**src/hdl/gda_pkg.sv**
```systemverilog
package gda_pkg;

  typedef enum logic [2:0] {
    ST_IDLE,
    ST_REDUCE,
    ST_CHECK,
    ST_DAYS,
    ST_MONTHS,
    ST_YEARS,
    ST_FIX,
    ST_DONE
  } state_t;

  typedef enum logic [2:0] {
    MODE_DAYS    = 3'd0,
    MODE_WEEKS   = 3'd1,
    MODE_MONTHS  = 3'd2,
    MODE_YEARS   = 3'd3,
    MODE_DECADES = 3'd4
  } mode_t;

  localparam int YEAR_W  = 15;
  localparam int MONTH_W = 4;
  localparam int DAY_W   = 5;
  localparam int REM_W   = 9;

  localparam logic [YEAR_W-1:0]  YEAR_MAX   = 15'd32767;
  localparam logic [YEAR_W-1:0]  CYCLE_LEN  = 15'd400;
  localparam logic [YEAR_W-1:0]  CYCLE_LAST = 15'd399;
  localparam logic [2:0]         REDUCE_TOP = 3'd6;
  localparam logic [MONTH_W-1:0] JAN        = 4'd1;
  localparam logic [MONTH_W-1:0] FEB        = 4'd2;
  localparam logic [MONTH_W-1:0] DEC        = 4'd12;
  localparam logic [DAY_W-1:0]   FEB_LEAP   = 5'd29;
  localparam logic [DAY_W-1:0]   FEB_PLAIN  = 5'd28;
  localparam logic [DAY_W-1:0]   FIRST_DAY  = 5'd1;

  localparam logic [DAY_W-1:0] MONTH_DAYS [12] = '{
    5'd31, 5'd28, 5'd31, 5'd30, 5'd31, 5'd30,
    5'd31, 5'd31, 5'd30, 5'd31, 5'd30, 5'd31
  };

  // year mod 400 -> leap (divisible by 4, and not by 100 unless by 400)
  function automatic logic is_leap(input logic [REM_W-1:0] r);
    return (r[1:0] == 2'd0) && (r != 9'd100) && (r != 9'd200) && (r != 9'd300);
  endfunction

  function automatic logic [DAY_W-1:0] month_len(input logic [MONTH_W-1:0] m,
                                                 input logic leap);
    logic [DAY_W-1:0] len;
    len = '0;
    if (m == FEB) begin
      len = leap ? FEB_LEAP : FEB_PLAIN;
    end else if (m >= JAN && m <= DEC) begin
      len = MONTH_DAYS[m - JAN];
    end
    return len;
  endfunction

endpackage

```
**src/hdl/gregorian_date_adder_unit.sv**
```systemverilog
// Gregorian date adder.
// Input stream: s_axis_tuser carries the mode (0 days, 1 weeks, 2 months,
// 3 years, 4 decades); s_axis_tdata carries amount, year, month and day.
// Output stream: m_axis-style result with the shifted date in m_axis_tdata
// and the overflow / invalid-date flags in m_axis_tuser.
// One request is worked at a time; s_axis_tready is high only while idle.
// The year is first reduced mod 400 by a shared compare-subtract unit,
// then one day or one month is advanced per cycle in the day, week and
// month modes; year and decade modes add the amount directly and reduce
// the new year again. The worst case is 32767 weeks, set by the
// one-day-per-cycle step loop. Invalid dates and unknown modes skip the
// step loop.
// The result sits in an output register; a new request is taken as soon
// as the unit is idle, even while the last result still waits. If the
// receiver stalls, the next result holds in its final state until the
// output register frees up.
// Reset (rst, synchronous) returns the unit to idle and drops any result.
module gregorian_date_adder_unit #(
  parameter int COUNT_WIDTH = 15
) (
  input  logic        clk,
  input  logic        rst,
  input  logic        s_axis_tvalid,
  output logic        s_axis_tready,
  // [14:0] amount, [29:15] in_year, [33:30] in_month, [38:34] in_day
  input  logic [39:0] s_axis_tdata,
  // [2:0] mode
  input  logic [2:0]  s_axis_tuser,
  output logic        m_axis_tvalid,
  input  logic        m_axis_tready,
  // [14:0] out_year, [18:15] out_month, [23:19] out_day
  output logic [23:0] m_axis_tdata,
  // [0] year_overflow, [1] bad_date
  output logic [1:0]  m_axis_tuser
);

  localparam int STEP_W = COUNT_WIDTH + 4;
  localparam int SUM_W  = ((STEP_W > gda_pkg::YEAR_W) ? STEP_W : gda_pkg::YEAR_W) + 1;

  gda_pkg::state_t state, state_next;

  logic [2:0]                   mode, mode_next;
  logic [STEP_W-1:0]            steps, steps_next;
  logic [gda_pkg::YEAR_W-1:0]   year, year_next;
  logic [gda_pkg::MONTH_W-1:0]  month, month_next;
  logic [gda_pkg::DAY_W-1:0]    day, day_next;
  logic [gda_pkg::YEAR_W-1:0]   rem, rem_next;
  logic [2:0]                   shift, shift_next;
  logic                         second, second_next;
  logic                         ovf, ovf_next;
  logic                         bad, bad_next;
  logic                         load_out;

  logic [gda_pkg::YEAR_W-1:0]   divisor;
  logic [gda_pkg::YEAR_W-1:0]   rem_inc;
  logic                         leap_cur;
  logic [gda_pkg::DAY_W-1:0]    mlen_cur;
  logic [gda_pkg::MONTH_W-1:0]  month_inc;
  logic                         leap_inc;
  logic [gda_pkg::DAY_W-1:0]    mlen_inc;
  logic [SUM_W-1:0]             year_sum;

  assign divisor   = gda_pkg::CYCLE_LEN << shift;
  assign rem_inc   = (rem == gda_pkg::CYCLE_LAST) ? '0 : rem + 1'b1;
  assign leap_cur  = gda_pkg::is_leap(rem[gda_pkg::REM_W-1:0]);
  assign mlen_cur  = gda_pkg::month_len(month, leap_cur);
  assign month_inc = (month == gda_pkg::DEC) ? gda_pkg::JAN : month + 1'b1;
  assign leap_inc  = (month == gda_pkg::DEC) ? gda_pkg::is_leap(rem_inc[gda_pkg::REM_W-1:0])
                                             : leap_cur;
  assign mlen_inc  = gda_pkg::month_len(month_inc, leap_inc);
  assign year_sum  = SUM_W'(year) + SUM_W'(steps);

  always_comb begin
    state_next    = state;
    mode_next     = mode;
    steps_next    = steps;
    year_next     = year;
    month_next    = month;
    day_next      = day;
    rem_next      = rem;
    shift_next    = shift;
    second_next   = second;
    ovf_next      = ovf;
    bad_next      = bad;
    load_out      = 1'b0;
    s_axis_tready = (state == gda_pkg::ST_IDLE);

    unique case (state)
      gda_pkg::ST_IDLE: begin
        if (s_axis_tvalid) begin
          mode_next   = s_axis_tuser;
          steps_next  = STEP_W'(s_axis_tdata[COUNT_WIDTH-1:0]);
          year_next   = s_axis_tdata[29:15];
          month_next  = s_axis_tdata[33:30];
          day_next    = s_axis_tdata[38:34];
          rem_next    = s_axis_tdata[29:15];
          shift_next  = gda_pkg::REDUCE_TOP;
          second_next = 1'b0;
          ovf_next    = 1'b0;
          bad_next    = 1'b0;
          state_next  = gda_pkg::ST_REDUCE;
        end
      end

      gda_pkg::ST_REDUCE: begin
        if (rem >= divisor) begin
          rem_next = rem - divisor;
        end
        shift_next = shift - 1'b1;
        if (shift == '0) begin
          state_next = second ? gda_pkg::ST_FIX : gda_pkg::ST_CHECK;
        end
      end

      gda_pkg::ST_CHECK: begin
        if (day == '0 || day > mlen_cur) begin
          bad_next   = 1'b1;
          state_next = gda_pkg::ST_DONE;
        end else begin
          unique case (mode)
            gda_pkg::MODE_DAYS: begin
              state_next = gda_pkg::ST_DAYS;
            end
            gda_pkg::MODE_WEEKS: begin
              steps_next = (steps << 3) - steps;
              state_next = gda_pkg::ST_DAYS;
            end
            gda_pkg::MODE_MONTHS: begin
              state_next = gda_pkg::ST_MONTHS;
            end
            gda_pkg::MODE_YEARS: begin
              state_next = gda_pkg::ST_YEARS;
            end
            gda_pkg::MODE_DECADES: begin
              steps_next = (steps << 3) + (steps << 1);
              state_next = gda_pkg::ST_YEARS;
            end
            default: begin
              state_next = gda_pkg::ST_DONE;
            end
          endcase
        end
      end

      gda_pkg::ST_DAYS: begin
        if (steps == '0) begin
          state_next = gda_pkg::ST_DONE;
        end else if (day >= mlen_cur) begin
          if (month == gda_pkg::DEC && year == gda_pkg::YEAR_MAX) begin
            ovf_next   = 1'b1;
            state_next = gda_pkg::ST_DONE;
          end else begin
            if (month == gda_pkg::DEC) begin
              year_next = year + 1'b1;
              rem_next  = rem_inc;
            end
            month_next = month_inc;
            day_next   = gda_pkg::FIRST_DAY;
            steps_next = steps - 1'b1;
          end
        end else begin
          day_next   = day + 1'b1;
          steps_next = steps - 1'b1;
        end
      end

      gda_pkg::ST_MONTHS: begin
        if (steps == '0) begin
          state_next = gda_pkg::ST_DONE;
        end else if (month == gda_pkg::DEC && year == gda_pkg::YEAR_MAX) begin
          ovf_next   = 1'b1;
          state_next = gda_pkg::ST_DONE;
        end else begin
          if (month == gda_pkg::DEC) begin
            year_next = year + 1'b1;
            rem_next  = rem_inc;
          end
          month_next = month_inc;
          if (day > mlen_inc) begin
            day_next = mlen_inc;
          end
          steps_next = steps - 1'b1;
        end
      end

      gda_pkg::ST_YEARS: begin
        if (year_sum > SUM_W'(gda_pkg::YEAR_MAX)) begin
          year_next = gda_pkg::YEAR_MAX;
          rem_next  = gda_pkg::YEAR_MAX;
          ovf_next  = 1'b1;
        end else begin
          year_next = year_sum[gda_pkg::YEAR_W-1:0];
          rem_next  = year_sum[gda_pkg::YEAR_W-1:0];
        end
        shift_next  = gda_pkg::REDUCE_TOP;
        second_next = 1'b1;
        state_next  = gda_pkg::ST_REDUCE;
      end

      gda_pkg::ST_FIX: begin
        if (month == gda_pkg::FEB && day == gda_pkg::FEB_LEAP && !leap_cur) begin
          day_next = gda_pkg::FEB_PLAIN;
        end
        state_next = gda_pkg::ST_DONE;
      end

      gda_pkg::ST_DONE: begin
        if (!m_axis_tvalid || m_axis_tready) begin
          load_out   = 1'b1;
          state_next = gda_pkg::ST_IDLE;
        end
      end

      default: begin
        state_next = gda_pkg::ST_IDLE;
      end
    endcase
  end

  always_ff @(posedge clk) begin
    if (rst) begin
      state         <= gda_pkg::ST_IDLE;
      m_axis_tvalid <= 1'b0;
    end else begin
      state <= state_next;
      if (load_out) begin
        m_axis_tvalid <= 1'b1;
      end else if (m_axis_tready) begin
        m_axis_tvalid <= 1'b0;
      end
    end
  end

  always_ff @(posedge clk) begin
    mode   <= mode_next;
    steps  <= steps_next;
    year   <= year_next;
    month  <= month_next;
    day    <= day_next;
    rem    <= rem_next;
    shift  <= shift_next;
    second <= second_next;
    ovf    <= ovf_next;
    bad    <= bad_next;
    if (load_out) begin
      m_axis_tdata <= {day, month, year};
      m_axis_tuser <= {bad, ovf};
    end
  end

endmodule

```
**config.mk**
```make
export PLATFORM = sky130hd
export DESIGN_NAME = gregorian_date_adder_unit
export DESIGN_NICKNAME = d
export VERILOG_FILES = /design/src/hdl/gda_pkg.sv /design/src/hdl/gregorian_date_adder_unit.sv
export SDC_FILE = /design/constraint.sdc
export NUM_CORES = 1
export LEC_CHECK = 0
export BUFFER_PORTS_ARGS = -buffer_cell sky130_fd_sc_hd__buf_2
export CAP_MARGIN = 15
export CORE_MARGIN = 3
export CORE_UTILIZATION = 30
export DETAILED_ROUTE_END_ITERATION = 10
export HOLD_SLACK_MARGIN = 0.08
export SYNTH_ARGS = -nofsm -noshare
export SYNTH_HDL_FRONTEND = slang
export SYNTH_SLANG_ARGS = --single-unit
```
**constraint.sdc**
```tcl
create_clock -name clk -period 6.48 [get_ports clk]
set_input_delay 0.972 -clock clk [delete_from_list [all_inputs] [get_ports clk]]
set_output_delay 0.972 -clock clk [all_outputs]
set_load 0.05 [all_outputs]
```
# After elaboration in Yosys (flattened, before gate mapping)
# Memories as Yosys holds them, arrays and structs flattened.
# Cells that the tools add are included.
[totals]
register_bits = 97
romBits = 160
output_inout_bits = 28
mem_count = 2
[memory_table]
columns = ["name", "depth", "width", "rd", "rd_clocked_by_memory_dff", "wr", "line", "source"]
rows = [
  ["(no name shown)", 16, 5, 1, 0, 0, "gda_pkg.sv:55", "len = MONTH_DAYS[m - JAN];"],
  ["(no name shown)", 16, 5, 1, 0, 0, "gda_pkg.sv:55", ""],
]
[classes]
n_addsub = 12
order_cmp = 11
n_eq_ne = 39
shift = 1
muxes = 78
bitwise_logic = 2
n_reduce_logical = 44
[op_table]
columns = ["op", "count"]
rows = [
  ["two-way mux 15 bit", 14],
  ["two-way mux 19 bit", 6],
  ["two-way mux 5 bit", 16],
  ["case mux 19 bit (4 select lines)", 1],
  ["case mux 15 bit (5 select lines)", 1],
  ["case mux 15 bit (4 select lines)", 1],
  ["case mux 19 bit (2 select lines)", 1],
  ["adder 15 x 1 -> 15 bit, second input constant", 2],
  ["two-way mux 3 bit", 10],
  ["inequality test 2 bit, second input constant", 13],
  ["two-way mux 4 bit", 6],
  ["case mux 3 bit (8 select lines)", 1],
  ["adder 15 x 19 -> 20 bit", 1],
  ["greater-than comparator 20 x 15 -> 1 bit, second input constant", 1],
  ["case mux 5 bit (4 select lines)", 1],
  ["adder 19 bit", 1],
  ["logical NOT 19 bit", 1],
  ["subtractor 19 x 1 -> 19 bit, second input constant", 1],
  ["subtractor 19 bit", 1],
  ["inequality test 9 x 7 -> 1 bit, second input constant", 2],
  ["inequality test 9 x 8 -> 1 bit, second input constant", 2],
  ["inequality test 9 bit, second input constant", 2],
  ["case mux 3 bit (3 select lines)", 2],
  ["AND reduction 6 bit", 3],
  ["other kinds (42)", 97],
]

# Depth between registers and ports, before layout
[depth]
depth_word = 14
depth_mapped = 20

# Worst setup path after synthesis
# OpenSTA, ideal clock, no wires.
[synth_path]
path_kind = "register to register"
from = "register month[0] (netlist bit)"
to = "register steps[0], enable pin"
setup_time_ns = 0.425
arrival_time_ns = 4.346
setup_slack_ns = 1.709
path_stages_with_launch = 17
path_buffers = 2
synth_period_minus_slack_ns = 4.771
path_cell_list = "edfxtp_1 clkbuf_1 inv_1 ha_1 clkbuf_1 nor3_1 a21oi_1 o21ai_0 a221o_1 ha_1 nand2_1 or2_2 a21oi_1 nand2b_1 nor2_1 o21ai_0 a211oi_1"
[synth_between]
elab_chain_len = 11
[synth_lines]
columns = ["item", "line", "source"]
rows = [
  ["from (decl)", "gregorian_date_adder_unit.sv:45", "logic [gda_pkg::MONTH_W-1:0] month, month_next;"],
  ["from (signal assigned)", "gregorian_date_adder_unit.sv:238", "month <= month_next;"],
  ["subtractor 4 x 1 -> 4 bit", "gda_pkg.sv:55", ""],
  ["inverter 4 -> 5 bit (not written as such)", "gda_pkg.sv:55", ""],
  ["memory (16 x 5 bit)", "--", ""],
  ["two-way mux 5 bit (not written as such) (2 in series)", "gda_pkg.sv:55", ""],
  ["two-way mux 5 bit", "gda_pkg.sv:54", "end else if (m >= JAN && m <= DEC) begin"],
  ["two-way mux 5 bit (*)", "gda_pkg.sv:52", "if (m == FEB) begin"],
  ["greater-than comparator 5 bit (*)", "gregorian_date_adder_unit.sv:116", "if (day == '0 || day > mlen_cur) begin"],
  ["logical OR 1 bit (*)", "gregorian_date_adder_unit.sv:116", ""],
  ["inequality test 2 bit (no source line) (*)", "--", ""],
  ["AND reduction 6 bit (no source line) (*)", "--", ""],
  ["to (signal assigned)", "gregorian_date_adder_unit.sv:236", "steps <= steps_next;"],
  ["to (decl)", "gregorian_date_adder_unit.sv:43", "logic [STEP_W-1:0] steps, steps_next;"],
]
# Every way passes the cells marked *; elsewhere a longest branch is shown, timed or not. The select of a mux whose other input is x is not followed.
# A chain may end at the register's enable or synchronous reset.

# Final worst setup path
[layout_path]
from = "register rem[0] (netlist bit)"
to = "register day[0] (netlist bit), enable pin"
[layout_between]
elab_chain_len = 12
[layout_lines]
columns = ["item", "line", "source"]
rows = [
  ["from (decl)", "gregorian_date_adder_unit.sv:47", "logic [gda_pkg::YEAR_W-1:0] rem, rem_next;"],
  ["from (signal assigned)", "gregorian_date_adder_unit.sv:240", "rem <= rem_next;"],
  ["adder 15 x 1 -> 15 bit or == test 15 x 9 -> 1 bit (tied branches)", "gregorian_date_adder_unit.sv:64", "assign rem_inc = (rem == gda_pkg::CYCLE_LAST) ? '0 : rem + 1'b1;"],
  ["two-way mux 15 bit", "gregorian_date_adder_unit.sv:64", ""],
  ["inequality test 9 x 7 -> 1 bit or logical NOT 2 bit (tied branches)", "gda_pkg.sv:45", "return (r[1:0] == 2'd0) && (r != 9'd100) && (r != 9'd200) && (r != 9'd300);"],
  ["logical AND 1 bit (3 in series)", "gda_pkg.sv:45", ""],
  ["two-way mux 1 bit", "gregorian_date_adder_unit.sv:68", "assign leap_inc = (month == gda_pkg::DEC) ? gda_pkg::is_leap(rem_inc[gda_pkg::REM_W-1:0])"],
  ["two-way mux 1 bit", "gda_pkg.sv:53", "len = leap ? FEB_LEAP : FEB_PLAIN;"],
  ["two-way mux 5 bit", "gda_pkg.sv:52", ""],
  ["greater-than comparator 5 bit", "gregorian_date_adder_unit.sv:179", "if (day > mlen_inc) begin"],
  ["inequality test 2 bit (no source line)", "--", ""],
  ["AND reduction 8 bit (no source line) (*)", "--", ""],
  ["to (signal assigned)", "gregorian_date_adder_unit.sv:239", "day <= day_next;"],
  ["to (decl)", "gregorian_date_adder_unit.sv:46", "logic [gda_pkg::DAY_W-1:0] day, day_next;"],
]
# Every way passes the cells marked *; elsewhere a longest branch is shown, timed or not.

==> flow_summary_export.csv <==
group,metric,value,unit
cts,htree_levels,3,
routing,vias,8525,
routing,ant_nets,0,
cts,cts.repair.resized,0,
synthesis,asyncSetResetFlopFracSynth,0,%
timing,worst_clock_skew,0.0176,ns
synthesis,synth.lib_cells_used.distinct,77,
timing,slew-limit-headroom,24.7,%
synthesis,post_synth_instance_area,9060,µm²
timing,finalMaxSlewViolations,0,
critical_path,critical_setup_path_kind,"reg2reg",
routing,remaining_drc_errors,0,
timing,setup_tns,0,ns
synthesis,mappedNetlistNets,1186,
finish,nets,1247,
critical_path,endpoint_kind,"flop",
critical_path,cp_slowest_stage_delay,0.81,ns
timing,fmaxAchievable,0.219,GHz
global_routing,global_route.usage.met2,26.5,%
run_status,outcome,"finished clean",
global_routing,groute.layer.met3.usage,3.48,%
global_routing,busiest_layer,"met2",
cts,ctsLongestPathBuffers,2,
synthesis,synth_enable_flop_cells,93,
worst_hold_path,hold-path-cell-count,0,
cts,cts_hold_buf,0,
global_routing,antenna_found_initial,0,
synthesis,synth.top_cells.by_count,"110 x nand2_1, 95 x nor2_1, 93 x edfxtp_1, 86 x ha_1, 82 x o21ai_0",
synthesis,synth-warning-count,0,
cts,cts.sinks,97,
synthesis,netlist_instances,1051,
critical_path,timing.reg2reg.worst_path_depth,17,
finish,syn2layout_area_growth,12.2,%
critical_path,critical_path.startpoint_type,"flop",
critical_path,crit_family,"simple AND/OR/NAND/NOR gates",
cts,clock-root-buffer,"clkbuf_16",
floorplan,core_ar,29200,µm²
critical_path,critical_path.slowest_cell,"nor4_1",
routing,wl,28400,µm
global_routing,vias_in_the_first_global_route,7976,
critical_path,cp.required,6.46,ns
floorplan,pin_count,75,
floorplan,die_height,180,µm
timing,finalHoldViolCount,0,
placed_design,globalplace.congestion,0.865,
floorplan,start_util,31.0,%
global_routing,global_route.usage.total,16.8,%
routing,drt_first_iter_violations,833,
critical_path,worstSetupPathDepth,17,
routing,first_pass_iters,8,
placed_design,hpwlAfterDp,21500,µm
finish,antennaDiodeCount,0,
global_routing,pin_count_of_the_biggest_net_entering_global_routing,27,
critical_path,cp_data_arrival_time,4.56,ns
cts,worstSkewPairLatency,0.37,ns
critical_path,cp_cell_sequence,"ha_1 > nand3_2 > or3_1 > a21oi_1 > nand4_1 > a221o_1 > a211oi_1 > o21ai_1 > ha_1 > nor2b_1 > o21a_1 > o21ai_0 > nand2b_1 > a21oi_1 > a31oi_1 > nor2_1 > nor4_1",
cts,tritoncts_buffers,9,
synthesis,postSynthAreaPerCell,8.62,µm²
global_routing,global_route.overflow_total,0,
routing,via_per_inst,5.68,
cts,cts_tree,"yes",
synthesis,synth_top_area_share,30.8,%
placed_design,placement.io_buffers,73,
cts,clk_pin_slew_worst_paths,0.07,ns
floorplan,chipWidth,180,µm
synthesis,netlist.top_cell.by_area,"edfxtp_1",
synthesis,netlist_top_cells_area,"edfxtp_1 31%, ha_1 12%, nand2_1 4.6%",
floorplan,core_rows,62,
critical_path,critPathMaxFanout,7,
synthesis,synth-seq-cells,97,
synthesis,synthMostInstantiatedCell,"nand2_1",
global_routing,grt.met1_usage,22.7,%
timing,post-route-min-period,4.58,ns
floorplan,fp.dieArea,32300,µm²
timing,max_slew.worst_pin.slew,1.10,ns
flow_run,drv.max_cap_violation_count,0,
timing,setup-violations-final,0,
critical_path,number_of_buffer_and_inverter_instances_along_the_worst_setup_path,0,
timing,grt_setup_unrepaired,"false",
synthesis,dominantRegCellSynth,"edfxtp_1",
worst_hold_path,holdCritPathClass,"reg2reg",
routing,post_detailed_route_wirelength_per_cell,18.9,µm
finish,final_layout_size_suffix_gt1_share,10.8,%
global_routing,grt_pass1_wl,44300,µm
synthesis,seq_area_frac_synth,31.7,%
cts,post-cts-setup-buffers,0,
timing,post-route-period-util,70.6,%
[metal layers]
layer	vias to the layer above	share of wire, %
met4	0	3.0
met5	-	0
met2	283	45
li1	4104	-
met3	54	6.9
met1	4084	45
[layout make-up]
class                   instances  area [µm²]
multi-input cells             876        5890
flip-flops and latches         97        2870
repair buffers                 82         433
inverters                      46         173
clock buffers                   9         225
fillers                      2991       19100
clock inverters                 7        88.8
well taps                     384         480
[registers in the layout, indices dropped and copies added (netlist names)]
| signal | cells |
|---|---|
| ovf | 1 |
| second | 1 |
| rem | 15 |
| year | 15 |
| m_axis_tuser | 2 |
| steps | 19 |
| mode | 3 |
| m_axis_tvalid | 1 |
| bad | 1 |
| shift | 3 |
| m_axis_tdata | 24 |
| day | 5 |
| month | 4 |
| state | 3 |
[cell families (layout without fill, tap and decap cells)]
group	after synthesis	after routing	share of synthesized area [%]
AO/OA/AOI/OAI	318	318	23.2
adder cells (fa/ha/maj)	88	88	12.3
flip-flops	97	97	31.7
AND/OR/NAND/NOR	384	384	20.9
buffers and inverters	78	144	3.37
multiplexers	9	9	0.995
XOR/XNOR	77	77	7.45
[per-stage QoR]
step	instance area (µm²)	std cells	util [%]	hold WS [ns]	setup WS, ns
finish	10200	1501	34.8	0.448	1.90
global route	10200	1501	34.8	0.466	1.56
detailed placement	9850	1485	33.7	0.436	1.94
global placement	9850	1485	33.7	0.439	2.01
floorplan	9060	1051	-	0.400	1.71
CTS	10200	1501	34.8	0.454	1.93
[layout by cell type, fill, tap and decap left out, types with 12 or more instances in the layout]
cell type,count
a211oi_1,12
a21o_1,13
a21oi_1,65
a22oi_1,25
buf_2,73
edfxtp_1,93
ha_1,86
inv_1,43
nand2_1,110
nand2b_1,15
nand3_1,48
nand4_1,15
nor2_1,95
nor3_1,34
o211ai_1,22
o21a_1,14
o21ai_0,82
xnor2_1,45
xor2_1,32
[path summary, 6_finish.rpt]
kind         slack (ns)              end  startpoint
max                1.90           day[0]      rem[0]
min                0.45  m_axis_tuser[1]         bad
max reg2reg        1.90           day[0]      rem[0]
min reg2reg        0.45  m_axis_tuser[1]         bad
Power is left out: the tool's default activity adds up to more than one toggle a clock period on the data nets, which glitch-free logic cannot reach.
